`src/rtl/lpcp_pkg.sv`:
```
package lpcp_pkg;

    localparam int CoefW   = 32;
    localparam int CoordW  = 32;
    localparam int ProdW   = 64;
    localparam int AccW    = 66;
    localparam int MagW    = 65;
    localparam int SizeW   = 13;
    localparam int PixW    = 12;
    localparam int QuotW   = 13;
    localparam int NumRegs = 8;
    localparam int RegIdxW = 3;
    localparam int CfgW    = 64;

    localparam logic [RegIdxW-1:0] RegWidth  = 3'd6;
    localparam logic [RegIdxW-1:0] RegHeight = 3'd7;

    localparam logic [SizeW-1:0] SizeMax     = 13'd4096;
    localparam logic [SizeW-1:0] WidthReset  = 13'd640;
    localparam logic [SizeW-1:0] HeightReset = 13'd480;

    typedef struct packed {
        logic [CoordW-1:0] x;
        logic [CoordW-1:0] y;
        logic [CoordW-1:0] z;
        logic              last;
    } point_t;

    typedef struct packed {
        logic            u_neg;
        logic            v_neg;
        logic            w_neg;
        logic            u_zero;
        logic            v_zero;
        logic            w_zero;
        logic            x_neg;
        logic [MagW-1:0] u_mag;
        logic [MagW-1:0] v_mag;
        logic [MagW-1:0] w_mag;
    } proj_t;

    typedef struct packed {
        logic [MagW-1:0]  rem_u;
        logic [MagW-1:0]  rem_v;
        logic [MagW-1:0]  den;
        logic [QuotW-1:0] q_u;
        logic [QuotW-1:0] q_v;
        logic             ok;
    } div_t;

endpackage

```
`src/rtl/lpcp_div_cell.sv`:
```
module lpcp_div_cell #(
    parameter int BitPos = 0
) (
    input  logic          aclk,
    input  logic          en,
    input  lpcp_pkg::div_t d_in,
    input  lpcp_pkg::point_t p_in,
    output lpcp_pkg::div_t d_out,
    output lpcp_pkg::point_t p_out
);
    import lpcp_pkg::*;

    localparam int TrialW = MagW + QuotW;

    logic [TrialW-1:0] den_sh;
    logic [TrialW-1:0] ru;
    logic [TrialW-1:0] rv;
    logic              ge_u;
    logic              ge_v;
    div_t              d_next;
    div_t              d_reg;
    point_t            p_reg;

    always_comb begin
        den_sh = {{QuotW{1'b0}}, d_in.den} << BitPos;
        ru     = {{QuotW{1'b0}}, d_in.rem_u};
        rv     = {{QuotW{1'b0}}, d_in.rem_v};
        ge_u   = ru >= den_sh;
        ge_v   = rv >= den_sh;
        d_next = d_in;
        if (ge_u) begin
            d_next.rem_u      = MagW'(ru - den_sh);
            d_next.q_u[BitPos] = 1'b1;
        end
        if (ge_v) begin
            d_next.rem_v      = MagW'(rv - den_sh);
            d_next.q_v[BitPos] = 1'b1;
        end
    end

    always_ff @(posedge aclk) begin
        if (en) begin
            d_reg <= d_next;
            p_reg <= p_in;
        end
    end

    assign d_out = d_reg;
    assign p_out = p_reg;
endmodule

```
`config.mk`:
```
export PLATFORM = sky130hd
export DESIGN_NAME = lpcp_div_cell
export DESIGN_NICKNAME = d
export VERILOG_FILES = /design/src/rtl/lpcp_pkg.sv /design/src/rtl/lpcp_div_cell.sv
export SDC_FILE = /design/constraint.sdc
export NUM_CORES = 1
export LEC_CHECK = 0
export ABC_AREA = 1
export BUFFER_PORTS_ARGS = -buffer_cell sky130_fd_sc_hd__clkbuf_2
export CAP_MARGIN = 20
export CORE_AREA = 2 2 251 253
export CTS_CLUSTER_SIZE = 12
export DETAILED_ROUTE_END_ITERATION = 8
export DIE_AREA = 0 0 253 255
export PLACE_DENSITY = 0.74
export REMOVE_ABC_BUFFERS = 1
export SLEW_MARGIN = 5
export SYNTH_ARGS = -nofsm -noshare
export SYNTH_HDL_FRONTEND = slang
export SYNTH_SLANG_ARGS = --single-unit
```
`constraint.sdc`:
```
create_clock -name aclk -period 2 [get_ports aclk]
set_input_delay 0.1 -clock aclk [delete_from_list [all_inputs] [get_ports aclk]]
set_output_delay 0.1 -clock aclk [all_outputs]
set_load 0.01 [all_outputs]
```
==> flow_results.org, run 1 <==
** Timing
- In the finished design, the share of the clock period the worst path needs comes to 101.1%.
- Shortest period the worst path allows :: between 2000 and 2500 ps
- Number of setup violations in the final report :: 4
- Max Transition Viols Final :: 0
- Setup repair after global routing could not meet its margin everywhere.
- Derived from the worst setup path, the maximum achievable clock frequency is approximately 500 MHz.
- Final-report hold violation count :: 0
- In this run the tightest slew margin relative to its limit is between 60% and 70%.
- Summed negative setup slack over all endpoints :: -48.23 ps
- After layout, the worst setup slack is -21.51 ps.
- Transition time at the pin with the least slew margin :: between 400 and 500 ps

** Setup path
- Critical Path Max Stage Delay :: approximately 290 ps
- The critical path goes through clkbuf_4 > clkinvlp_4 > ha_4 > nand2_1 > nand2_1 > nand2_1 > nand2_2 > inv_1 > nand2_2 > nand2_1 > nand2_1 > nand2_1 > nand2_2 > nor2_4 > nand2_8 > buf_4 > nand3_1 > nand2_1.
- Among all stages on the critical path, the largest delay is contributed by sky130_fd_sc_hd__ha_4.
- Of all nets on the critical path, the largest fanout is 8.
- Critical path start-end classification :: primary input to flip-flop
- Worst path arrival time :: about 2300 ps
- Grouping stages by cell kind, the critical path spends the most delay in simple AND/OR/NAND/NOR gates.
- Tracing the worst setup path back leads to its startpoint at d_in[65].
- Critical path capture point type :: flip-flop
- Kind of launch point of the worst setup path :: primary input
- Among the stages of the critical path, the cell type that occurs most often is sky130_fd_sc_hd__nand2_1.
- Count of buffer and inverter cells on the critical path :: 4
- Crit path required time :: 2310 ps

** Synth
- After synthesis, the largest family of logic cells by area is simple AND/OR/NAND/NOR gates.
- The synthesized netlist devotes ~7.0% of its cell area to adder and majority cells.
- Number of distinct library cell variants in the gate-level netlist after synthesis :: 35
- Simple-gate area share of the yosys netlist :: a little over a third
- Summing the areas of all xor and xnor instances in the mapped netlist gives 2.252% of the synthesized area.
- During synthesis, Yosys emitted a total of 0 warnings.
- After synthesis the netlist holds a flip-flop and latch count of roughly 320.
- Average size of a mapped cell :: between 6 and 7 um^2
- The synthesized netlist devotes between 2 and 2.5% of its cell area to compound gates.
- The cell area that synthesis handed to floorplanning was 23730 um^2.
- Cells after Synth :: 3474
- After synthesis, the share of cell area in mux cells is 0%.
- Most area-hungry cell type in the Yosys netlist :: sky130_fd_sc_hd__edfxtp_1
- Area share of the leading cell type in the synthesized netlist :: 40.37%
- Largest cells by area after synthesis :: sky130_fd_sc_hd__edfxtp_1, sky130_fd_sc_hd__nand2_1, sky130_fd_sc_hd__inv_1, sky130_fd_sc_hd__ha_1, sky130_fd_sc_hd__nand3_1
- Seq/Total Area, Yosys :: between 40% and 50%

** Drt
- DR iter-0 viols :: 2743
- The final route contains ~29000 vias.
- Total routed wirelength :: 117900 um
- Once detail routing completed, the nets flagged for antenna violations numbered 0.
- Length of the first detailed-routing pass in iterations :: 6
- Dividing the detail-routed wire length by the instance count gives about 20 um.
- Residual DRC count :: 0
- Number of vias per cell after detailed routing :: roughly 4.9

** Floorplanning
- The core region is between 60000 and 70000 um^2.
- Area enclosed by the die boundary :: 64520 um^2
- The initialized floorplan defines between 90 and 100 standard-cell rows.
- For this design the top-level I/O count stands at 640.
- From left edge to right edge, the die measures around 250 um.
- Effective utilization at floorplan :: about two fifths
- The floorplan step set the die height to between 200 and 300 um.

** Status
- The checks that failed: negative setup slack.
- Run status :: finished with violations

** Global routing
- Largest net degree at the start of global routing :: between 70 and 80
- Met3 usage in global routing :: under 10%
- Number of antenna violations at the first check in global routing :: 6
- Global routing consumed, on the met2 layer, a little over 60% of the routing resources.
- Busiest layer in global routing :: met2
- Summed over all layers, the global routing overflow is 0.
- Via count of the first global-routing pass :: between 20000 and 30000
- The first global-routing pass estimated between 150000 and 200000 um of wire.
- In the global route stage, met1 resource usage came out at about two fifths.
- Total Routing Usage GR :: about a third

** Finish
- Fill cells in the final layout number 5638.
- The net count of the finished layout is roughly 5500.
- Ratio of cells with drive above 1 in the final layout :: a little under a third
- Summing all flip-flop and latch instances after layout gives around 9600 um^2.
- The multi-input combinational cells in the finished layout cover a total of approximately 12000 um^2.
- Highest-count cells in the layout ignoring fill and taps :: sky130_fd_sc_hd__nand2_1, sky130_fd_sc_hd__inv_1, sky130_fd_sc_hd__clkbuf_2, sky130_fd_sc_hd__buf_4, sky130_fd_sc_hd__edfxtp_1
- Leaving out fill and tap cells, the most frequent cell in the layout is sky130_fd_sc_hd__nand2_1.
- Relative to the synthesized area, the layout overhead comes to 61.39%.

** Clocking
- For this design, the sink count on the clock tree is between 300 and 400.
- Number of clock buffers inserted by TritonCTS :: 38
- Bufs on Longest Clock Path :: 3
- CTS tree :: built
- Clock tree root buffer cell :: sky130_fd_sc_hd__clkbuf_16
- Clock-pin slew was measured on the worst setup and hold paths at roughly 60 ps.
- H-Tree Level Count :: 2

** Pwr
- IR drop worst, VDD :: 0.0005628 V
- Total power divided by cell area :: ~640 nW/um^2
- Cell leakage power :: roughly 21 nW

** Job
- Across the run, the number of max-cap violations was 0.

** Worst hold path
- The startpoint identified for the worst hold timing path is d_in[106].
- Worst hold-check path type :: primary input to flip-flop

** Place
- Weighted congestion reported at the end of routability-driven placement :: a little over 1
- Timing analysis after detailed placement gives a worst setup slack of -703.6 ps.
- In this run the tool buffered the top-level ports with 639 buffer cells.
- DP HPWL :: about 94000 um
[repair_timing]
action	4_1_cts	5_1_grt
hold buffers	313	0
setup endpoints to repair	67	132
pin swaps	0	23
endpoints found under the hold margin	342	0
resized for setup	10	218
cloned	0	6
buffers inserted	0	11
[worst min-delay path: cells and delay by family]
| kind | cells | cell delay (ps) |
|---|---|---|
| buffers and inverters | 2 | 230 |
| AND/OR/NAND/NOR | 2 | 140 |
[per-layer routing]
layer	wire, um	part of all wire, %
met2	56190	48
met3	9698	8.2
met1	44750	38
met4	7258	6.2
met5	31	0.026
[power breakdown]
| part | total, W | switching (W) | internal, W | leakage [nW] |
|---|---|---|---|---|
| Combinational | 0.00906 | 0.00513 | 0.00394 | 17.4 |
| Clock | 0.00676 | 0.00297 | 0.00379 | 0.566 |
| Sequential | 0.00856 | 0.000315 | 0.00825 | 3.12 |
[final timing paths]
kind / end / slack, ps / depth (start not counted)
hold / removal: d_out[106]$_DFFE_PP_ / 20 / 4
setup / recovery: d_out[138]$_DFFE_PP_ / -20 / 18
[cell families (layout without fill, tap and decap cells)]
group | after synthesis | after routing
XOR/XNOR | 61 | 61
flip-flops | 319 | 319
AND/OR/NAND/NOR | 2076 | 2077
other | 0 | 2
adder cells (fa/ha/maj) | 132 | 132
AO/OA/AOI/OAI | 108 | 108
buffers and inverters | 778 | 2414
[area by class of cell]
cell class	instances	area share (%)
multi-input cells	2378	31.55
repair buffers	1605	30.39
flip-flops and latches	319	25.02
inverters	744	7.375
well taps	799	2.611
clock buffers	46	2.562
clock inverters	19	0.4836
diodes	2	0.01307
[per-stage QoR]
step / std cells / total power (W) / cell area (um^2) / utilization, % / hold slack (ps)
floorplan: 3440 / 0.01212 / 23540 / - / 198.9
global placement: 5515 / 0.01651 / 32750 / 52.69 / 277.3
detailed placement: 5515 / 0.01656 / 32750 / 52.69 / 278.6
finish: 5912 / 0.02438 / 38290 / 61.60 / 20.51
global route: 5912 / 0.02543 / 38290 / 61.60 / 27.28
CTS: 5893 / 0.02377 / 37090 / 59.66 / 7.219
[registers in the layout, summed over array words and instances (netlist names)]
register and flops:
d_out 222, p_out 97
[Yosys cell counts, drive strengths merged]
cell and n:
o31ai 1, and3 8, nor3 17, nand4 16
nand2 1534, a21o 1, nor2 227, or2 6
o21ai 12, nand3b 31, ha 130, xor2 60
fa 2, nor4 15, and2 4, clkbuf 11
a21oi 92, buf 23, inv 744, xnor2 1
nand3 218, edfxtp 319, o21bai 2
Power figures use the tool's default switching activity.
==> run 2, diff against run 1 <==
ABC_AREA = unset   (was 1)
CORE_AREA = 2 2 252 254   (was 2 2 251 253)
DIE_AREA = 0 0 254 256   (was 0 0 253 255)
PLACE_DENSITY = 0.65   (was 0.74)
==> run 2 against run 1 <==
The run still ends with negative setup slack left. First-iteration DRC count is 50% lower. Setup slack worse by 630 ps. Synthesized cell count is 46% lower. Synthesized area is 19% lower. Final area is 5.7% lower. Worst hold slack worse by 17 ps. Critical path depth is 4 lower. Count of clock-buffer cells in the layout is 1 lower. Sequential cell count stayed put. Global-route usage is 7.2 points lower. Highest routed layer unchanged.
==> flow_results.org, run 2 <==
** Place
- Worst-case setup slack after placement :: -2214 ps
- Routability-driven placement finished with a final weighted congestion of 0.9444.
- The placed instances occupy a cell area of around 28000 um^2.
- DP HPWL :: about 70000 um
- During placement, the flow inserted port buffers numbering between 600 and 700.
- In this run, placement finished with an instance count of 3958.

** Global routing
- Global routing used 27.89% of the available tracks across all layers.
- Entering global routing, the biggest net connects 54 pins.
- GRT Residual Overflow :: 0
- The number of antenna violations at the first check in global routing came to 18.
- The first global-routing pass estimated 136000 um of wire.
- Via count of the first global-routing pass :: roughly 22000

** Worst hold path
- The min-delay analysis places its worst path in the category primary input to flip-flop.

** Timing
- The max-slew violation count is 0.
- The routed design could run at a clock period as short as between 2000 and 3000 ps.
- Setup repair after global routing could not meet its margin everywhere.
- Fmax achieved :: about 380 MHz
- At the pin with the least slew margin, the transition time is between 700 and 800 ps.
- Once routing completed, OpenROAD measured the worst setup slack at -648.7 ps.
- Of the available clock period, the critical path in the final layout requires 132.4%.
- Final hold analysis gives a worst-case slack of ~3.4 ps.
- Final-report hold violation count :: 0
- The worst pin sits at a relative slew slack of approximately half.
- Setup violations remaining at the end of the flow were counted as between 100 and 150.

** Floorplanning
- In this run the count of I/O pins placed on the die edge is 640.
- In this run the standard cell core region covers ~62000 um^2.
- From bottom edge to top edge, the die measures around 260 um.
- In this run the core area contains 92 standard-cell rows.
- Die Wd :: 254 um
- Once the floorplan was initialized, standard cells occupied slightly above 30% of the core.
- Area enclosed by the die boundary :: about 65000 um^2

** Setup path
- Crit-path cells :: clkbuf_2 > ha_4 > nand4_4 > nor3_4 > nand4_1 > nor4_4 > o211a_1 > o2111ai_2 > a21bo_2 > a211o_4 > buf_6 > buf_6 > nand2_8 > mux2_4
- Largest fanout of any net on the critical path :: 4
- Among all stages on the critical path, the largest delay is contributed by sky130_fd_sc_hd__a211o_4.
- Critical path start-end classification :: primary input to flip-flop
- Worst path arrival time :: between 2000 and 3000 ps
- Crit path required time :: about 2300 ps
- In this design, the stage delay of the slowest critical-path cell is between 300 and 400 ps.
- STA classifies the critical path endpoint as a flip-flop.
- Kind of launch point of the worst setup path :: primary input
- By instance count, the cell type seen most on the critical path is sky130_fd_sc_hd__buf_6.

** Synth
- Number of distinct library cell variants in the gate-level netlist after synthesis :: 68
- Counting flops with an async set or reset pin after synthesis yields a share of 0%.
- Number of synthesized flops with an enable pin :: between 300 and 400
- Largest cells by area after synthesis :: sky130_fd_sc_hd__edfxtp_1, sky130_fd_sc_hd__ha_1, sky130_fd_sc_hd__a21oi_1, sky130_fd_sc_hd__o21ai_0, sky130_fd_sc_hd__nand2_1
- Area share of the leading cell type in the synthesized netlist :: between 50% and 60%
- Post-Synthesis Cell Area :: ~19000 um^2
- Count leader, synth :: sky130_fd_sc_hd__edfxtp_1
- The synthesized design contains 319 register bits.
- In the synthesized netlist the dominant register cell turns out to be sky130_fd_sc_hd__edfxtp_1.
- A synthesized cell averages between 10 and 15 um^2.
- Synthesis produced a netlist whose cell count is roughly 1900.
- Most area-hungry cell type in the Yosys netlist :: sky130_fd_sc_hd__edfxtp_1
- Count of warnings emitted by yosys :: 0
- Seq/Total Area, Yosys :: 50.02%
- Commonest cells in the netlist :: sky130_fd_sc_hd__edfxtp_1, sky130_fd_sc_hd__a21oi_1, sky130_fd_sc_hd__nand2_1

** Clocking
- Clock tree synthesis found a total of roughly 320 sinks.
- The root buffer cell chosen for the clock tree is sky130_fd_sc_hd__clkbuf_16.
- Bufs on Longest Clock Path :: 3
- TritonCTS built the clock tree.
- The H-tree was split into 2 levels.
- TritonCTS created 39 clock buffers.
- Clock-pin slew was measured on the worst setup and hold paths at 60 ps.

** Drt
- The first detailed-routing pass ran for 5 iterations.
- Once detail routing completed, the nets flagged for antenna violations numbered 0.
- In the final routed layout, each cell accounts on average for 21.84 um.
- For this run, design rule violations remaining after detail routing come to 0.
- Number of vias per cell after detailed routing :: roughly 5.0
- Vias post-DR :: ~22000
- In this run, the number of DRC markers left after iteration 0 of detailed routing was around 1400.
- Wires add up to a little under 100000 um.

** Status
- Failing checks :: negative setup slack
- The run finished, with violations left.

** Finish
- Highest-count cells in the layout ignoring fill and taps :: sky130_fd_sc_hd__buf_4, sky130_fd_sc_hd__clkbuf_2, sky130_fd_sc_hd__edfxtp_1, sky130_fd_sc_hd__dlygate4sd3_1, sky130_fd_sc_hd__a21oi_1
- Finished Core Util :: between 50 and 60%
- The finished layout holds 4435 standard cells, fillers aside.
- With fillers left out, the area of the finished cells amounts to 36100 um^2.
- Of the cells placed in the final design, the portion with a size suffix greater than 1 is 49.64%.
- Most common cell after layout, fill and taps aside :: sky130_fd_sc_hd__buf_4
- From synthesis to final layout, the design area changed by 88.51%.
- Post-layout nets :: 4008
- The register with the most flip-flops in the layout has about 220 of them.
- After filler insertion, the fill cell instance count of the layout stands at 5343.

** Pwr
- IR analysis of the VDD net gives a maximum drop of ~0.0006 V.
- The analysis attributes to cell leakage a power of ~16 nW.
- In this run the power density over the cells is 678.6 nW/um^2.

** Job
- Across the run, the number of max-cap violations was 0.
-- run 2: cell count changes after synthesis, moves of 28 or more --
cell and delta:
sky130_fd_sc_hd__a21o_1 +55, sky130_fd_sc_hd__a21oi_1 +99, sky130_fd_sc_hd__clkbuf_1 +49, sky130_fd_sc_hd__inv_1 -623
sky130_fd_sc_hd__nand2_1 -1341, sky130_fd_sc_hd__nand3_1 -139, sky130_fd_sc_hd__nand3b_1 -28, sky130_fd_sc_hd__nor2_1 -119
sky130_fd_sc_hd__o21ai_0 +145, sky130_fd_sc_hd__o21ai_1 +46, sky130_fd_sc_hd__o21bai_1 +33, sky130_fd_sc_hd__xnor2_1 +59
-- run 2: cell type report --
cell class              instances  area (um^2)  area share [%]
well taps                     846         1059           2.932
clock buffers                  45        998.5           2.766
diodes                          7        17.52         0.04852
multi-input cells            1380        10820           29.98
inverters                     115        446.7           1.237
flip-flops and latches        319         9579           26.54
repair buffers               1700        12930           35.82
clock inverters                23        247.7          0.6863
-- run 2: worst max-delay path, delay by kind of cell --
| kind | cells | cell delay, ps |
|---|---|---|
| buffers and inverters | 3 | 380 |
| AND/OR/NAND/NOR | 5 | 810 |
| adder cells (fa/ha/maj) | 1 | 300 |
| AO/OA/AOI/OAI | 4 | 1070 |
| multiplexers | 1 | 300 |
-- run 2: routing by layer --
metal | share of wire, % | global-route usage (%) | vias up
met1 | 38 | 32.10 | 10530
met2 | 50 | 50.32 | 790
met3 | 7.1 | 6.682 | 211
li1 | - | - | 10430
met5 | 0.16 | 0 | -
met4 | 4.0 | 9.118 | 22
-- run 2: where the power goes --
part / internal [W] / total, W / switching [W]
sequential: 0.00823 / 0.00847 / 0.000239
combinational: 0.00433 / 0.00892 / 0.00459
clock: 0.00411 / 0.00711 / 0.00299
total: 0.0167 / 0.0245 / 0.00782
-- run 2: metrics by stage --
stage / TNS (ps) / power (W)
2_1_floorplan: -442930 / 0.01149
3_3_place_gp: -222820 / 0.01535
3_5_place_dp: -229570 / 0.01539
4_1_cts: -80460 / 0.02380
5_1_grt: -82070 / 0.02547
6_report: -72300 / 0.02450
-- run 2: worst paths after layout --
| kind | start | depth (start not counted) | end |
|---|---|---|---|
| setup / recovery | d_in[183] | 14 | d_out[204]$_DFFE_PP_ |
| hold / removal | d_in[207] | 4 | d_out[207]$_DFFE_PP_ |
-- run 2: kinds of logic after synthesis --
family | synth area share, %
adders and majority gates | 8.703
and+or+nand+nor | 12.77
buffers and inverters | 3.842
DFF | 50.02
AOI/OAI and AO/OA | 19.24
xor gates and xnor gates | 5.031
muxes | 0.3985
-- run 2: what timing repair did --
item                       CTS  global route
setup endpoints to repair  132           132
hold endpoints to repair   341             2
gates cloned                16             8
hold buffers               315             2
pin swaps                   90            92
buffers inserted            38            33
resized for setup          267           328
